<file path="config.mk">
export PLATFORM = sky130hd
export DESIGN_NAME = rgbw_linear_fade_sequencer
export DESIGN_NICKNAME = d
export VERILOG_FILES = /design/src/hdl/rlfs_pkg.sv /design/src/hdl/rlfs_interp.sv /design/src/hdl/rgbw_linear_fade_sequencer.sv
export VERILOG_INCLUDE_DIRS = /design/src /design/src/hdl
export SDC_FILE = /design/constraint.sdc
export NUM_CORES = 1
export LEC_CHECK = 0
export ABC_CLOCK_PERIOD_IN_PS = 12200
export BUFFER_PORTS_ARGS = -buffer_cell sky130_fd_sc_hd__buf_2
export CORE_MARGIN = 3
export CORE_UTILIZATION = 55
export CTS_CLUSTER_DIAMETER = 60
export DETAILED_ROUTE_END_ITERATION = 16
export PLACE_DENSITY_LB_ADDON = 0.12
export SETUP_SLACK_MARGIN = 0.15
export SLEW_MARGIN = 20
export SYNTH_ARGS = -nofsm -noshare
export SYNTH_HDL_FRONTEND = slang
export SYNTH_SLANG_ARGS = --single-unit
</file>
<file path="constraint.sdc">
create_clock -name clk -period 12.2 [get_ports clk]
set_input_delay 1.22 -clock clk [delete_from_list [all_inputs] [get_ports clk]]
set_output_delay 1.22 -clock clk [all_outputs]
set_load 0.01 [all_outputs]
</file>
<file path="src/hdl/assert_macros.svh">
// Assertion macros shared by the fade sequencer RTL.
`ifndef ASSERT_MACROS_SVH
`define ASSERT_MACROS_SVH

// Fire when cond is ever true outside reset.
`define RLFS_ASSERT_NEVER(lbl, cond, msg) \
  lbl: assert property (@(posedge clk) disable iff (!rst_n) !(cond)) \
    else $error(msg);

// Fire when ante holds and cons does not, in the same cycle.
`define RLFS_ASSERT_IMPLIES(lbl, ante, cons, msg) \
  lbl: assert property (@(posedge clk) disable iff (!rst_n) (ante) |-> (cons)) \
    else $error(msg);

`endif

</file>
<file path="src/hdl/rlfs_pkg.sv">
// Shared constants, codes and helper functions of the fade sequencer.
package rlfs_pkg;

  localparam int CHANNELS   = 5;
  localparam int CH_W       = (CHANNELS > 1) ? $clog2(CHANNELS) : 1;
  localparam int VAL_W      = 8;
  localparam int TIME_W     = 24;
  localparam int CHAN_OUT_W = 3;
  localparam int DIV_STEPS  = 8;
  localparam int CNT_W      = $clog2(DIV_STEPS);

  localparam logic [1:0] PH_IDLE     = 2'd0;
  localparam logic [1:0] PH_FADING   = 2'd1;
  localparam logic [1:0] PH_COMPLETE = 2'd2;

  localparam logic [1:0] ACT_TICK  = 2'd0;
  localparam logic [1:0] ACT_START = 2'd1;
  localparam logic [1:0] ACT_SET   = 2'd2;
  localparam logic [1:0] ACT_ABORT = 2'd3;

  localparam logic [1:0] LINK_OK   = 2'd0;
  localparam logic [1:0] LINK_BUSY = 2'd1;
  localparam logic [1:0] LINK_FAIL = 2'd2;

  localparam logic [7:0] MIN_INTERVAL_RST = 8'd10;
  localparam logic [7:0] SINCE_SAT        = 8'hFF;

  localparam logic [CH_W-1:0] SLOT_LAST = CH_W'(CHANNELS - 1);

  function automatic logic [CH_W-1:0] slot_channel(input logic [CH_W-1:0] slot);
    logic [CH_W-1:0] ch;
    if (slot == '0) begin
      ch = CH_W'(CHANNELS - 1);
    end else begin
      ch = slot - CH_W'(1);
    end
    return ch;
  endfunction

  localparam logic [CH_W-1:0] LAST_SEND_CH = slot_channel(SLOT_LAST);

  function automatic logic [VAL_W-1:0] chan_input(
    input logic [CH_W-1:0]  ch,
    input logic [VAL_W-1:0] bri,
    input logic [VAL_W-1:0] red,
    input logic [VAL_W-1:0] grn,
    input logic [VAL_W-1:0] blu,
    input logic [VAL_W-1:0] wht
  );
    logic [VAL_W-1:0] v;
    v = '0;
    if (32'(ch) == CHANNELS - 1) begin
      v = bri;
    end else if (32'(ch) == 0) begin
      v = red;
    end else if (32'(ch) == 1) begin
      v = grn;
    end else if (32'(ch) == 2) begin
      v = blu;
    end else if (32'(ch) == 3) begin
      v = wht;
    end
    return v;
  endfunction

endpackage

</file>
<file path="src/hdl/rlfs_interp.sv">
// Shared interpolation unit: two multiply steps, then an eight-step restoring divide.
module rlfs_interp import rlfs_pkg::*; (
  input  logic              clk,
  input  logic              rst_n,
  input  logic              go,
  input  logic [VAL_W-1:0]  s_val,
  input  logic [VAL_W-1:0]  t_val,
  input  logic [TIME_W-1:0] len,
  input  logic [TIME_W-1:0] el,
  output logic              done,
  output logic [VAL_W-1:0]  q
);

  localparam logic [1:0] I_IDLE = 2'd0;
  localparam logic [1:0] I_MB   = 2'd1;
  localparam logic [1:0] I_DIV  = 2'd2;

  localparam int PROD_W = VAL_W + TIME_W;
  localparam int REM_W  = PROD_W + 2;

  logic [1:0]        ist_r;
  logic [PROD_W-1:0] acc_r;
  logic [REM_W-1:0]  rem_r;
  logic [PROD_W-1:0] dsh_r;
  logic [CNT_W-1:0]  cnt_r;
  logic [VAL_W-1:0]  q_r;
  logic              done_r;

  logic [VAL_W-1:0]  mul_a;
  logic [TIME_W-1:0] mul_b;
  logic [PROD_W-1:0] prod;
  logic [PROD_W:0]   sum;
  logic [REM_W-1:0]  rem_nxt;
  logic              ge;

  always_comb begin
    if (ist_r == I_IDLE) begin
      mul_a = s_val;
      mul_b = len - el;
    end else begin
      mul_a = t_val;
      mul_b = el;
    end
  end

  assign prod    = PROD_W'(mul_a) * PROD_W'(mul_b);
  assign sum     = {1'b0, acc_r} + {1'b0, prod};
  assign rem_nxt = {sum, 1'b0} + REM_W'(len);
  assign ge      = rem_r >= REM_W'(dsh_r);

  always_ff @(posedge clk) begin
    if (!rst_n) begin
      ist_r  <= I_IDLE;
      done_r <= 1'b0;
    end else begin
      done_r <= 1'b0;
      case (ist_r)
        I_IDLE: begin
          if (go) begin
            acc_r <= prod;
            ist_r <= I_MB;
          end
        end
        I_MB: begin
          rem_r <= rem_nxt;
          dsh_r <= {len, 8'd0};
          cnt_r <= CNT_W'(DIV_STEPS - 1);
          ist_r <= I_DIV;
        end
        I_DIV: begin
          if (ge) begin
            rem_r <= rem_r - REM_W'(dsh_r);
          end
          q_r   <= {q_r[VAL_W-2:0], ge};
          dsh_r <= dsh_r >> 1;
          cnt_r <= cnt_r - CNT_W'(1);
          if (cnt_r == '0) begin
            done_r <= 1'b1;
            ist_r  <= I_IDLE;
          end
        end
        default: begin
          ist_r <= I_IDLE;
        end
      endcase
    end
  end

  assign done = done_r;
  assign q    = q_r;

endmodule

</file>
<file path="src/hdl/rgbw_linear_fade_sequencer.sv">
// Top level of the RGBW linear fade sequencer.
// A start, set-current or abort item, and a tick outside the fading phase, yields one
// empty beat. A fading tick walks the five channels through one shared interpolation
// unit (multiply twice, then divide one quotient bit a cycle), and skips the unit for
// each channel once the fade has reached its end; the input stalls meanwhile, and
// longer while the result side stalls. Sends leave in the order brightness, red,
// green, blue, white.
`include "assert_macros.svh"

module rgbw_linear_fade_sequencer import rlfs_pkg::*; (
  input  logic                  clk,
  input  logic                  rst_n,
  input  logic                  in_valid,
  output logic                  in_stall,
  input  logic [1:0]            in_action,
  input  logic [VAL_W-1:0]      in_brightness_in,
  input  logic [VAL_W-1:0]      in_red_in,
  input  logic [VAL_W-1:0]      in_green_in,
  input  logic [VAL_W-1:0]      in_blue_in,
  input  logic [VAL_W-1:0]      in_white_in,
  input  logic [TIME_W-1:0]     in_fade_time_ms,
  input  logic [1:0]            in_link_status,
  output logic                  out_valid,
  input  logic                  out_stall,
  output logic                  out_has_send,
  output logic [CHAN_OUT_W-1:0] out_channel,
  output logic [VAL_W-1:0]      out_channel_value,
  output logic [1:0]            out_fade_status,
  output logic                  out_last,
  input  logic                  cfg_valid,
  output logic                  cfg_ready,
  input  logic [7:0]            cfg_min_send_interval_ms
);

  localparam logic [2:0] S_IDLE   = 3'd0;
  localparam logic [2:0] S_CALC   = 3'd1;
  localparam logic [2:0] S_WAIT   = 3'd2;
  localparam logic [2:0] S_WB     = 3'd3;
  localparam logic [2:0] S_DECIDE = 3'd4;
  localparam logic [2:0] S_EMIT   = 3'd5;
  localparam logic [2:0] S_RESP   = 3'd6;

  logic [2:0]        state_r;
  logic [7:0]        min_r;
  logic [1:0]        phase_r;
  logic [VAL_W-1:0]  start_r   [CHANNELS];
  logic [VAL_W-1:0]  target_r  [CHANNELS];
  logic [VAL_W-1:0]  current_r [CHANNELS];
  logic [TIME_W-1:0] len_r;
  logic [TIME_W-1:0] elapsed_r;
  logic [7:0]        since_r;
  logic [CH_W-1:0]   slot_r;
  logic              pending_r;
  logic [CH_W-1:0]   idx_r;
  logic [1:0]        link_r;
  logic              at_end_r;
  logic              changed_r;
  logic              all_at_r;
  logic              fix_r;

  logic                  out_valid_r;
  logic                  out_has_send_r;
  logic [CHAN_OUT_W-1:0] out_channel_r;
  logic [VAL_W-1:0]      out_value_r;
  logic [1:0]            out_status_r;
  logic                  out_last_r;

  logic              out_free;
  logic [TIME_W-1:0] el_inc;
  logic [7:0]        since_inc;
  logic              iu_go;
  logic              iu_done;
  logic [VAL_W-1:0]  iu_q;
  logic [VAL_W-1:0]  wb_val;
  logic              burst_cond;
  logic              send_go;
  logic              burst_done;
  logic              pend_fin;
  logic              slot_zero_fin;
  logic              end_hit;
  logic              fix;
  logic [1:0]        ph_fin;

  assign in_stall  = (state_r != S_IDLE);
  assign cfg_ready = 1'b1;
  assign out_free  = !out_valid_r || !out_stall;

  assign el_inc    = (elapsed_r < len_r) ? elapsed_r + TIME_W'(1) : elapsed_r;
  assign since_inc = (since_r == SINCE_SAT) ? since_r : since_r + 8'd1;

  assign iu_go  = (state_r == S_CALC) && !at_end_r;
  assign wb_val = at_end_r ? target_r[idx_r] : iu_q;

  assign burst_cond    = (changed_r || pending_r || (at_end_r && slot_r != '0)) &&
                         (since_r >= min_r);
  assign send_go       = burst_cond && (link_r == LINK_OK);
  assign burst_done    = burst_cond && (link_r != LINK_BUSY);
  assign pend_fin      = burst_done ? 1'b0 : pending_r;
  assign slot_zero_fin = burst_done || (slot_r == '0);
  assign end_hit       = at_end_r && !pend_fin && slot_zero_fin;
  assign fix           = end_hit && !all_at_r;
  assign ph_fin        = (end_hit && all_at_r) ? PH_COMPLETE : phase_r;

  rlfs_interp u_interp (
    .clk   (clk),
    .rst_n (rst_n),
    .go    (iu_go),
    .s_val (start_r[idx_r]),
    .t_val (target_r[idx_r]),
    .len   (len_r),
    .el    (elapsed_r),
    .done  (iu_done),
    .q     (iu_q)
  );

  always_ff @(posedge clk) begin
    if (!rst_n) begin
      state_r     <= S_IDLE;
      min_r       <= MIN_INTERVAL_RST;
      phase_r     <= PH_IDLE;
      len_r       <= '0;
      elapsed_r   <= '0;
      since_r     <= SINCE_SAT;
      slot_r      <= '0;
      pending_r   <= 1'b0;
      out_valid_r <= 1'b0;
      for (int i = 0; i < CHANNELS; i++) begin
        start_r[i]   <= '0;
        target_r[i]  <= '0;
        current_r[i] <= '0;
      end
    end else begin
      if (cfg_valid) begin
        min_r <= cfg_min_send_interval_ms;
      end
      if (out_free) begin
        out_valid_r <= (state_r == S_EMIT) || (state_r == S_RESP);
      end
      case (state_r)
        S_IDLE: begin
          if (in_valid) begin
            link_r <= in_link_status;
            case (in_action)
              ACT_TICK: begin
                since_r <= since_inc;
                if (phase_r == PH_COMPLETE) begin
                  phase_r <= PH_IDLE;
                  state_r <= S_RESP;
                end else if (phase_r == PH_FADING) begin
                  elapsed_r <= el_inc;
                  at_end_r  <= (len_r == '0) || (el_inc >= len_r);
                  idx_r     <= '0;
                  changed_r <= 1'b0;
                  all_at_r  <= 1'b1;
                  state_r   <= S_CALC;
                end else begin
                  state_r <= S_RESP;
                end
              end
              ACT_START: begin
                len_r     <= in_fade_time_ms;
                elapsed_r <= '0;
                for (int i = 0; i < CHANNELS; i++) begin
                  start_r[i]  <= current_r[i];
                  target_r[i] <= chan_input(CH_W'(i), in_brightness_in, in_red_in,
                                            in_green_in, in_blue_in, in_white_in);
                  if (in_fade_time_ms == '0) begin
                    current_r[i] <= chan_input(CH_W'(i), in_brightness_in, in_red_in,
                                               in_green_in, in_blue_in, in_white_in);
                  end
                end
                phase_r   <= PH_FADING;
                pending_r <= 1'b1;
                slot_r    <= '0;
                state_r   <= S_RESP;
              end
              ACT_SET: begin
                for (int i = 0; i < CHANNELS; i++) begin
                  current_r[i] <= chan_input(CH_W'(i), in_brightness_in, in_red_in,
                                             in_green_in, in_blue_in, in_white_in);
                end
                state_r <= S_RESP;
              end
              default: begin
                phase_r   <= PH_IDLE;
                pending_r <= 1'b0;
                state_r   <= S_RESP;
              end
            endcase
          end
        end
        S_CALC: begin
          state_r <= at_end_r ? S_WB : S_WAIT;
        end
        S_WAIT: begin
          if (iu_done) begin
            state_r <= S_WB;
          end
        end
        S_WB: begin
          current_r[idx_r] <= wb_val;
          changed_r        <= changed_r | (wb_val != current_r[idx_r]);
          all_at_r         <= all_at_r & (wb_val == target_r[idx_r]);
          if (idx_r == SLOT_LAST) begin
            state_r <= S_DECIDE;
          end else begin
            idx_r   <= idx_r + CH_W'(1);
            state_r <= S_CALC;
          end
        end
        S_DECIDE: begin
          phase_r <= ph_fin;
          if (send_go) begin
            since_r <= '0;
            fix_r   <= fix;
            idx_r   <= slot_channel(slot_r);
            state_r <= S_EMIT;
          end else begin
            if (burst_done) begin
              slot_r <= '0;
            end
            if (fix) begin
              for (int i = 0; i < CHANNELS; i++) begin
                current_r[i] <= target_r[i];
              end
              pending_r <= 1'b1;
            end else if (burst_done) begin
              pending_r <= 1'b0;
            end
            state_r <= S_RESP;
          end
        end
        S_EMIT: begin
          if (out_free) begin
            out_has_send_r <= 1'b1;
            out_channel_r  <= CHAN_OUT_W'(idx_r);
            out_value_r    <= current_r[idx_r];
            out_status_r   <= phase_r;
            out_last_r     <= (slot_r == SLOT_LAST);
            if (slot_r == SLOT_LAST) begin
              slot_r    <= '0;
              pending_r <= fix_r;
              if (fix_r) begin
                for (int i = 0; i < CHANNELS; i++) begin
                  current_r[i] <= target_r[i];
                end
              end
              state_r <= S_IDLE;
            end else begin
              slot_r <= slot_r + CH_W'(1);
              idx_r  <= slot_r;
            end
          end
        end
        S_RESP: begin
          if (out_free) begin
            out_has_send_r <= 1'b0;
            out_channel_r  <= '0;
            out_value_r    <= '0;
            out_status_r   <= phase_r;
            out_last_r     <= 1'b1;
            state_r        <= S_IDLE;
          end
        end
        default: begin
          state_r <= S_IDLE;
        end
      endcase
    end
  end

  assign out_valid         = out_valid_r;
  assign out_has_send      = out_has_send_r;
  assign out_channel       = out_channel_r;
  assign out_channel_value = out_value_r;
  assign out_fade_status   = out_status_r;
  assign out_last          = out_last_r;

  `RLFS_ASSERT_NEVER(a_slot_range, slot_r > SLOT_LAST, "burst slot beyond last channel")
  `RLFS_ASSERT_IMPLIES(a_emit_phase, state_r == S_EMIT, phase_r == PH_FADING || phase_r == PH_COMPLETE, "send beat outside a fade")
  `RLFS_ASSERT_IMPLIES(a_last_send_ch, out_valid_r && out_has_send_r && out_last_r, out_channel_r == CHAN_OUT_W'(LAST_SEND_CH), "final send beat on wrong channel")
  `RLFS_ASSERT_IMPLIES(a_done_wait, iu_done, state_r == S_WAIT, "interpolation result with nobody waiting")

endmodule
</file>
==> results of run 1 <==
-- cells in the final DEF, fill, tap and decap left out, types with 27 or more instances in the layout --
| cell type | netlist | final |
|---|---|---|
| sky130_fd_sc_hd__o21ai_1 | 57 | 57 |
| sky130_fd_sc_hd__or2_2 | 29 | 29 |
| sky130_fd_sc_hd__and3_1 | 94 | 94 |
| sky130_fd_sc_hd__ha_1 | 212 | 210 |
| sky130_fd_sc_hd__a221o_1 | 42 | 42 |
| sky130_fd_sc_hd__nor2_1 | 353 | 350 |
| sky130_fd_sc_hd__inv_1 | 284 | 284 |
| sky130_fd_sc_hd__nand2_1 | 209 | 208 |
| sky130_fd_sc_hd__nand4_1 | 32 | 32 |
| sky130_fd_sc_hd__xnor2_1 | 117 | 117 |
| sky130_fd_sc_hd__nand3_1 | 37 | 37 |
| sky130_fd_sc_hd__dfxtp_1 | 80 | 78 |
| sky130_fd_sc_hd__mux2i_1 | 53 | 52 |
| sky130_fd_sc_hd__o21bai_1 | 27 | 27 |
| sky130_fd_sc_hd__fa_1 | 136 | 136 |
| sky130_fd_sc_hd__a21o_1 | 87 | 87 |
| sky130_fd_sc_hd__nor3_1 | 36 | 33 |
| sky130_fd_sc_hd__edfxtp_1 | 277 | 277 |
| sky130_fd_sc_hd__buf_2 | 8 | 97 |
| sky130_fd_sc_hd__mux4_2 | 32 | 32 |
| sky130_fd_sc_hd__a21oi_1 | 190 | 190 |
| sky130_fd_sc_hd__o21ai_0 | 88 | 88 |
| sky130_fd_sc_hd__clkbuf_16 | 0 | 46 |
| sky130_fd_sc_hd__xor2_1 | 55 | 55 |
| sky130_fd_sc_hd__a31oi_1 | 40 | 40 |
-- critical path, delay by kind of cell (launching register included) --
kind                       cells  cell delay (ns)
muxes                          1             0.80
adders and majority gates      9             3.83
and+or+nand+nor               14             2.65
buffers and inverters          3             0.21
xor gates and xnor gates       3             0.50
DFF                            1             0.40
AOI/OAI and AO/OA             13             2.20
-- state kept, by name, summed over array words and instances (netlist names), 8 cells and up, named ones only --
signal / count
len_r: 24
current_r: 64
u_interp.dsh_r: 32
elapsed_r: 24
target_r: 40
start_r: 40
min_r: 8
u_interp.acc_r: 32
u_interp.rem_r: 34
out_channel_value: 8
u_interp.q: 8
since_r: 8
-- cell families after synthesis --
kind of cell / count (synthesis) / share of synthesized area
other: 1 / 0.000131
and+or+nand+nor: 922 / 0.153
DFF: 357 / 0.346
buffers and inverters: 407 / 0.0538
AOI/OAI and AO/OA: 676 / 0.156
muxes: 100 / 0.0497
adders and majority gates: 348 / 0.188
xor gates and xnor gates: 173 / 0.0532
-- metrics by stage --
step	instance area [µm²]	hold slack (ns)
finish	31200	0.486
global route	31200	0.524
CTS	31200	0.494
detailed placement	29700	0.481
global placement	29700	0.483
floorplan	28600	0.434
-- Yosys cell counts (all sizes together), types with 55 or more instances --
library cell / count
nor2: 353
inv: 286
edfxtp: 277
ha: 212
nand2: 209
a21oi: 192
o21ai: 146
fa: 136
xnor2: 118
clkbuf: 100
and3: 94
a21o: 87
dfxtp: 80
xor2: 55
-- worst min-delay path by stage --
stage / cells after the start / to
after CTS: 2 / min_r[3]
after global placement: 2 / min_r[2]
after global routing: 2 / min_r[3]
final: 2 / min_r[3]
after detailed placement: 1 / elapsed_r[21]
after floorplan: 1 / elapsed_r[21]
-- area by class of cell --
class                           count  area, µm²
Fill cell                        4326      19500
Sequential cell                   357       9920
Clock inverter                     25        282
Tap cell                          672        841
Inverter                          288       1080
Timing Repair Buffer              116        648
Multi-Input combinational cell   2220      17200
Antenna cell                        1       2.50
Clock buffer                       55       1210
-- metal layers --
metal	track usage	up-vias	share of wire
met5	0	-	0
li1	-	10683	-
met2	0.455	868	0.45
met1	0.405	11332	0.44
met3	0.0380	175	0.072
met4	0.103	0	0.037
==> impl_metrics.sql, run 1 <==
INSERT INTO impl_metrics (metric_group, metric, value, unit) VALUES
('run_status', 'run_status', 'complete, no violations', ''),
('critical_path', 'cp_slowest_stage_delay', '0.80', 'ns'),
('critical_path', 'timing.rr.start', 'len_r[0]', ''),
('clock_tree', 'ctsLongestPathBuffers', '3', ''),
('global_route', 'largest_net_degree_at_the_start_of_global_routing', '93', ''),
('global_route', 'grt_overflow_total', '0', ''),
('critical_path', 'worst-r2r-cell-count', '43', ''),
('floorplan', 'floorplan.io_pins', '99', ''),
('clock_tree', 'cts_tree', 'done', ''),
('clock_tree', 'clockRootBuffer', 'sky130_fd_sc_hd__clkbuf_16', ''),
('final_layout', 'fin_util', '0.615', ''),
('timing', 'timing.final.crit_share', '0.891', ''),
('timing', 'report.final.hold_viol_count', '0', ''),
('critical_path', 'crit_path_start', 'len_r[0]', ''),
('critical_path', 'critical_path_peak_fanout', '8', ''),
('placement', 'place.gp.congestion', '0.897', ''),
('timing', 'max-slew-margin-rel', '0.277', ''),
('global_route', 'first_global_vias', '22647', ''),
('timing', 'rsz0062_at_grt', 'false', ''),
('critical_path', 'critPathMostFrequentCell', 'sky130_fd_sc_hd__fa_1', ''),
('critical_path', 'setup.worst_path.start_class', 'flop', ''),
('placement', 'detailed_placer_s_ending_hpwl', '59100', 'µm'),
('critical_path', 'crit_required', '12.49', 'ns'),
('yosys', 'synth.cell_area', '28600', 'µm²'),
('critical_path', 'cpMaxStageDelayCell', 'sky130_fd_sc_hd__mux2i_1', ''),
('floorplan', 'core_area', '50800', 'µm²'),
('final_layout', 'layout-drive-gt1-share', '0.0987', ''),
('clock_tree', 'clock_latency_on_the_worst_skew_pair', '0.59', 'ns'),
('yosys', 'average_cell_area_after_synthesis', '9.60', 'µm²'),
('timing', 'number_of_setup_violations_in_the_final_report', '0', ''),
('floorplan', 'start_util', '0.564', ''),
('global_route', 'grt_first_pass_wirelength', '124000', 'µm'),
('clock_tree', 'numCtsBuffers', '43', ''),
('worst_hold_path', 'min_from', 'min_r[3]', ''),
('critical_path', 'worst-endpoint-arrival', '11.16', 'ns'),
('global_route', 'global_route.usage.total', '0.287', ''),
('yosys', 'yosysTopAreaCellShare', '0.290', ''),
('timing', 'max_freq', '0.0920', 'GHz'),
('yosys', 'synthArstFlopShare', '0', ''),
('floorplan', 'die_height', '234', 'µm'),
('detailed_routing', 'detail_route.drc_violations', '0', ''),
('yosys', 'synth_edf_count', '277', ''),
('job', 'maxCapViolations', '0', ''),
('timing', 'finalWorstPathRequiredPeriod', '10.87', 'ns'),
('yosys', 'netlist_top_cells_area', 'sky130_fd_sc_hd__edfxtp_1 (29%), sky130_fd_sc_hd__fa_1 (9.5%), sky130_fd_sc_hd__ha_1 (9.3%)', ''),
('yosys', 'ys.warnings.count', '0', ''),
('clock_tree', 'cts_htree_levels', '2', ''),
('timing', 'setup-tns-final', '0', 'ns'),
('detailed_routing', 'post_route_ant_nets', '0', ''),
('detailed_routing', 'drt-vias-per-instance', '6.18', ''),
('floorplan', 'design.die.area', '54800', 'µm²'),
('timing', 'worst-slew-pin-transition', '1.08', 'ns'),
('yosys', 'postSynthRegisterBits', '357', ''),
('timing', 'final_max_slew_viol_count', '0', ''),
('yosys', 'netlist_instances', '2984', ''),
('detailed_routing', 'drt_iter0_markers', '1833', ''),
('critical_path', 'critical_path.reg2reg.endpoint', 'u_interp.rem_r[33]', ''),
('worst_hold_path', 'kind_of_path_behind_the_tightest_hold_check', 'flop to flop', ''),
('floorplan', 'horiz_die_dim', '234', 'µm'),
('final_layout', 'area.growth.synth_to_final', '9.08', '%'),
('clock_tree', 'tritoncts_num_sinks', '357', ''),
('clock_tree', 'cts_hold_buf', '0', ''),
('yosys', 'synth_flop_cell', 'sky130_fd_sc_hd__edfxtp_1', ''),
('critical_path', 'worst_setup_path_endpoint', 'u_interp.rem_r[33]', ''),
('critical_path', 'regToRegSetupSlack', '1.33', 'ns'),
('detailed_routing', 'totalWireLength', '77900', 'µm'),
('yosys', 'synth_sequential_area_ratio', '0.346', ''),
('yosys', 'post_synth_num_cell_types', '101', ''),
('placement', 'pre_cts_slack', '1.56', 'ns'),
('final_layout', 'final_cells', '3734', ''),
('timing', 'final.setup_skew', '0.0277', 'ns');
Power of run 1 is not shown: default switching activity piles up to over one toggle a cycle in this logic, so the estimate is an artifact.
==> run 2, diff against run 1 <==
--- a/config.mk
+++ b/config.mk
@@ -9,7 +9,7 @@
 export ABC_CLOCK_PERIOD_IN_PS = 12200
 export BUFFER_PORTS_ARGS = -buffer_cell sky130_fd_sc_hd__buf_2
 export CORE_MARGIN = 3
-export CORE_UTILIZATION = 55
+export CORE_UTILIZATION = 54
 export CTS_CLUSTER_DIAMETER = 60
 export DETAILED_ROUTE_END_ITERATION = 16
 export PLACE_DENSITY_LB_ADDON = 0.12
==> run 2 against run 1 <==
Effect of this change:
- core utilization shrank 1.2 points
- non-clock buffer count grew 5
- cell count grew 0.37%
- first-iteration DRC count shrank 9.0%
- design area grew 0.19%
- hold slack gained 0.0067 ns
- largest cell class unchanged
- register-to-register slack gained 0.15 ns
- die area grew 1.8%
==> impl_metrics.sql, run 2 (synthesis results as in run 1) <==
INSERT INTO impl_metrics (metric_group, metric, value, unit) VALUES
('run_status', 'run_status', 'complete, no violations', ''),
('placement', 'port_buffers', '97', ''),
('clock_tree', 'cts_tree', 'done', ''),
('timing', 'max_freq', '0.0932', 'GHz'),
('clock_tree', 'cts.clk_slew.worst_paths', '0.06', 'ns'),
('worst_hold_path', 'min_from', 'min_r[1]', ''),
('floorplan', 'design.die.area', '55800', 'µm²'),
('worst_hold_path', 'kind_of_path_behind_the_tightest_hold_check', 'flop to flop', ''),
('critical_path', 'critical_path_peak_fanout', '37', ''),
('timing', 'rsz0062_at_grt', 'false', ''),
('timing', 'final_max_slew_viol_count', '0', ''),
('timing', 'worst-slew-pin-transition', '1.18', 'ns'),
('final_layout', 'number_of_flip_flops_in_the_largest_register', '64', ''),
('detailed_routing', 'drt_iter0_markers', '1668', ''),
('timing', 'setup-tns-final', '0', 'ns'),
('global_route', 'grt_first_pass_wirelength', '126000', 'µm'),
('clock_tree', 'cts_setup_buffers', '0', ''),
('timing', 'report.final.hold_viol_count', '0', ''),
('critical_path', 'worstSetupPathType', 'flop to flop', ''),
('final_layout', 'design.final.nets', '3461', ''),
('detailed_routing', 'post_route_ant_nets', '0', ''),
('clock_tree', 'clockRootBuffer', 'sky130_fd_sc_hd__clkbuf_16', ''),
('detailed_routing', 'totalWireLength', '79000', 'µm'),
('job', 'maxCapViolations', '0', ''),
('global_route', 'grt_overflow_total', '0', ''),
('final_layout', 'area.growth.synth_to_final', '9.29', '%'),
('critical_path', 'crit_required', '12.49', 'ns'),
('critical_path', 'setup.worst_path.start_class', 'flop', ''),
('floorplan', 'horiz_die_dim', '236', 'µm'),
('final_layout', 'most-common-layout-cells', 'sky130_fd_sc_hd__nor2_1 (350), sky130_fd_sc_hd__inv_1 (284), sky130_fd_sc_hd__edfxtp_1 (277)', ''),
('floorplan', 'core_area', '51900', 'µm²'),
('critical_path', 'timing.rr.start', 'u_interp.ist_r[0]', ''),
('detailed_routing', 'detail_route.drc_violations', '0', ''),
('clock_tree', 'cts_htree_levels', '2', ''),
('placement', 'detailed_placer_s_ending_hpwl', '59900', 'µm'),
('critical_path', 'critical_path.endpoint_type', 'flop', ''),
('detailed_routing', 'wl_per_cell', '21.1', 'µm'),
('timing', 'timing.final.crit_share', '0.879', ''),
('critical_path', 'worst-endpoint-arrival', '11.02', 'ns'),
('detailed_routing', 'vias_post_dr', '23013', ''),
('floorplan', 'floorplan.io_pins', '99', ''),
('clock_tree', 'clock_latency_on_the_worst_skew_pair', '0.60', 'ns'),
('critical_path', 'cp_slowest_stage_delay', '0.88', 'ns'),
('final_layout', 'final.fill_count', '4389', ''),
('detailed_routing', 'drtPass1Iterations', '7', ''),
('timing', 'final.setup_skew', '0.0257', 'ns'),
('placement', 'place.gp.congestion', '0.874', ''),
('final_layout', 'antenna-diode-count', '0', ''),
('global_route', 'first_global_vias', '22892', ''),
('critical_path', 'crit_path_start', 'u_interp.ist_r[0]', ''),
('clock_tree', 'cts_hold_buf', '0', ''),
('clock_tree', 'ctsLongestPathBuffers', '3', ''),
('critical_path', 'cpMaxStageDelayCell', 'sky130_fd_sc_hd__ha_2', ''),
('clock_tree', 'post_cts_resized', '0', ''),
('global_route', 'antenna_found_initial', '0', ''),
('final_layout', 'layout_commonest_cell', 'sky130_fd_sc_hd__nor2_1', ''),
('detailed_routing', 'drt-vias-per-instance', '6.14', ''),
('timing', 'hold-worst-slack', '0.493', 'ns'),
('final_layout', 'layout-drive-gt1-share', '0.101', ''),
('final_layout', 'largest_registers', 'current_r: 64 flops, start_r: 40 flops, target_r: 40 flops', ''),
('final_layout', 'registers.top_by_ff_count', 'current_r', ''),
('critical_path', 'critPathMostFrequentCell', 'sky130_fd_sc_hd__inv_1', ''),
('timing', 'max-slew-margin-rel', '0.214', ''),
('final_layout', 'final_cells', '3748', ''),
('global_route', 'global_route.usage.total', '0.280', ''),
('clock_tree', 'numCtsBuffers', '44', ''),
('floorplan', 'start_util', '0.552', ''),
('timing', 'number_of_setup_violations_in_the_final_report', '0', ''),
('clock_tree', 'tritoncts_num_sinks', '357', ''),
('floorplan', 'std_cell_rows', '83', ''),
('global_route', 'largest_net_degree_at_the_start_of_global_routing', '101', ''),
('timing', 'finalWorstPathRequiredPeriod', '10.73', 'ns'),
('floorplan', 'die_height', '236', 'µm'),
('placement', 'placed_cells', '3665', '');
==> run 2: worst max-delay path: cells and delay by family, from the launching register on <==
family / cells / cell delay, ns
fa+ha+maj: 8 / 3.96
simple gates: 16 / 3.05
compound gates: 7 / 1.97
buf+inv: 5 / 0.74
xor+xnor: 2 / 0.35
flops: 1 / 0.34
==> run 2: final cells by class <==
type	count	area [µm²]	share of cell area
timing repair buffer	121	678	0.0217
clock buffer	57	1220	0.0390
sequential	357	9920	0.317
clock inverter	25	299	0.00955
multi-input combinational	2220	17200	0.551
tap	680	851	0.0272
inverter	288	1080	0.0345
==> run 2: path summary, 6_finish.rpt <==
path | end | slack [ns] | depth (start not counted)
min | min_r[1] | 0.49 | 2
max reg2reg | u_interp.rem_r[33] | 1.47 | 38
min reg2reg | min_r[1] | 0.49 | 2
max | u_interp.rem_r[33] | 1.47 | 38
==> run 2: metrics by stage <==
step | instance area [µm²] | util | setup WS, ns
3_3_place_gp | 29700 | 0.573 | 1.89
5_1_grt | 31300 | 0.603 | 0.552
4_1_cts | 31300 | 0.602 | 1.53
6_report | 31300 | 0.603 | 1.47
3_5_place_dp | 29700 | 0.573 | 1.60
2_1_floorplan | 28600 | - | 2.67
==> run 2: per-layer routing <==
metal / global-route usage / wire [µm] / share of wire
met5: 0 / 0 / 0
met4: 0.0975 / 2630 / 0.033
met1: 0.395 / 34100 / 0.43
met3: 0.0353 / 5950 / 0.075
met2: 0.448 / 36400 / 0.46
Power of run 2 is left out for the same reason.
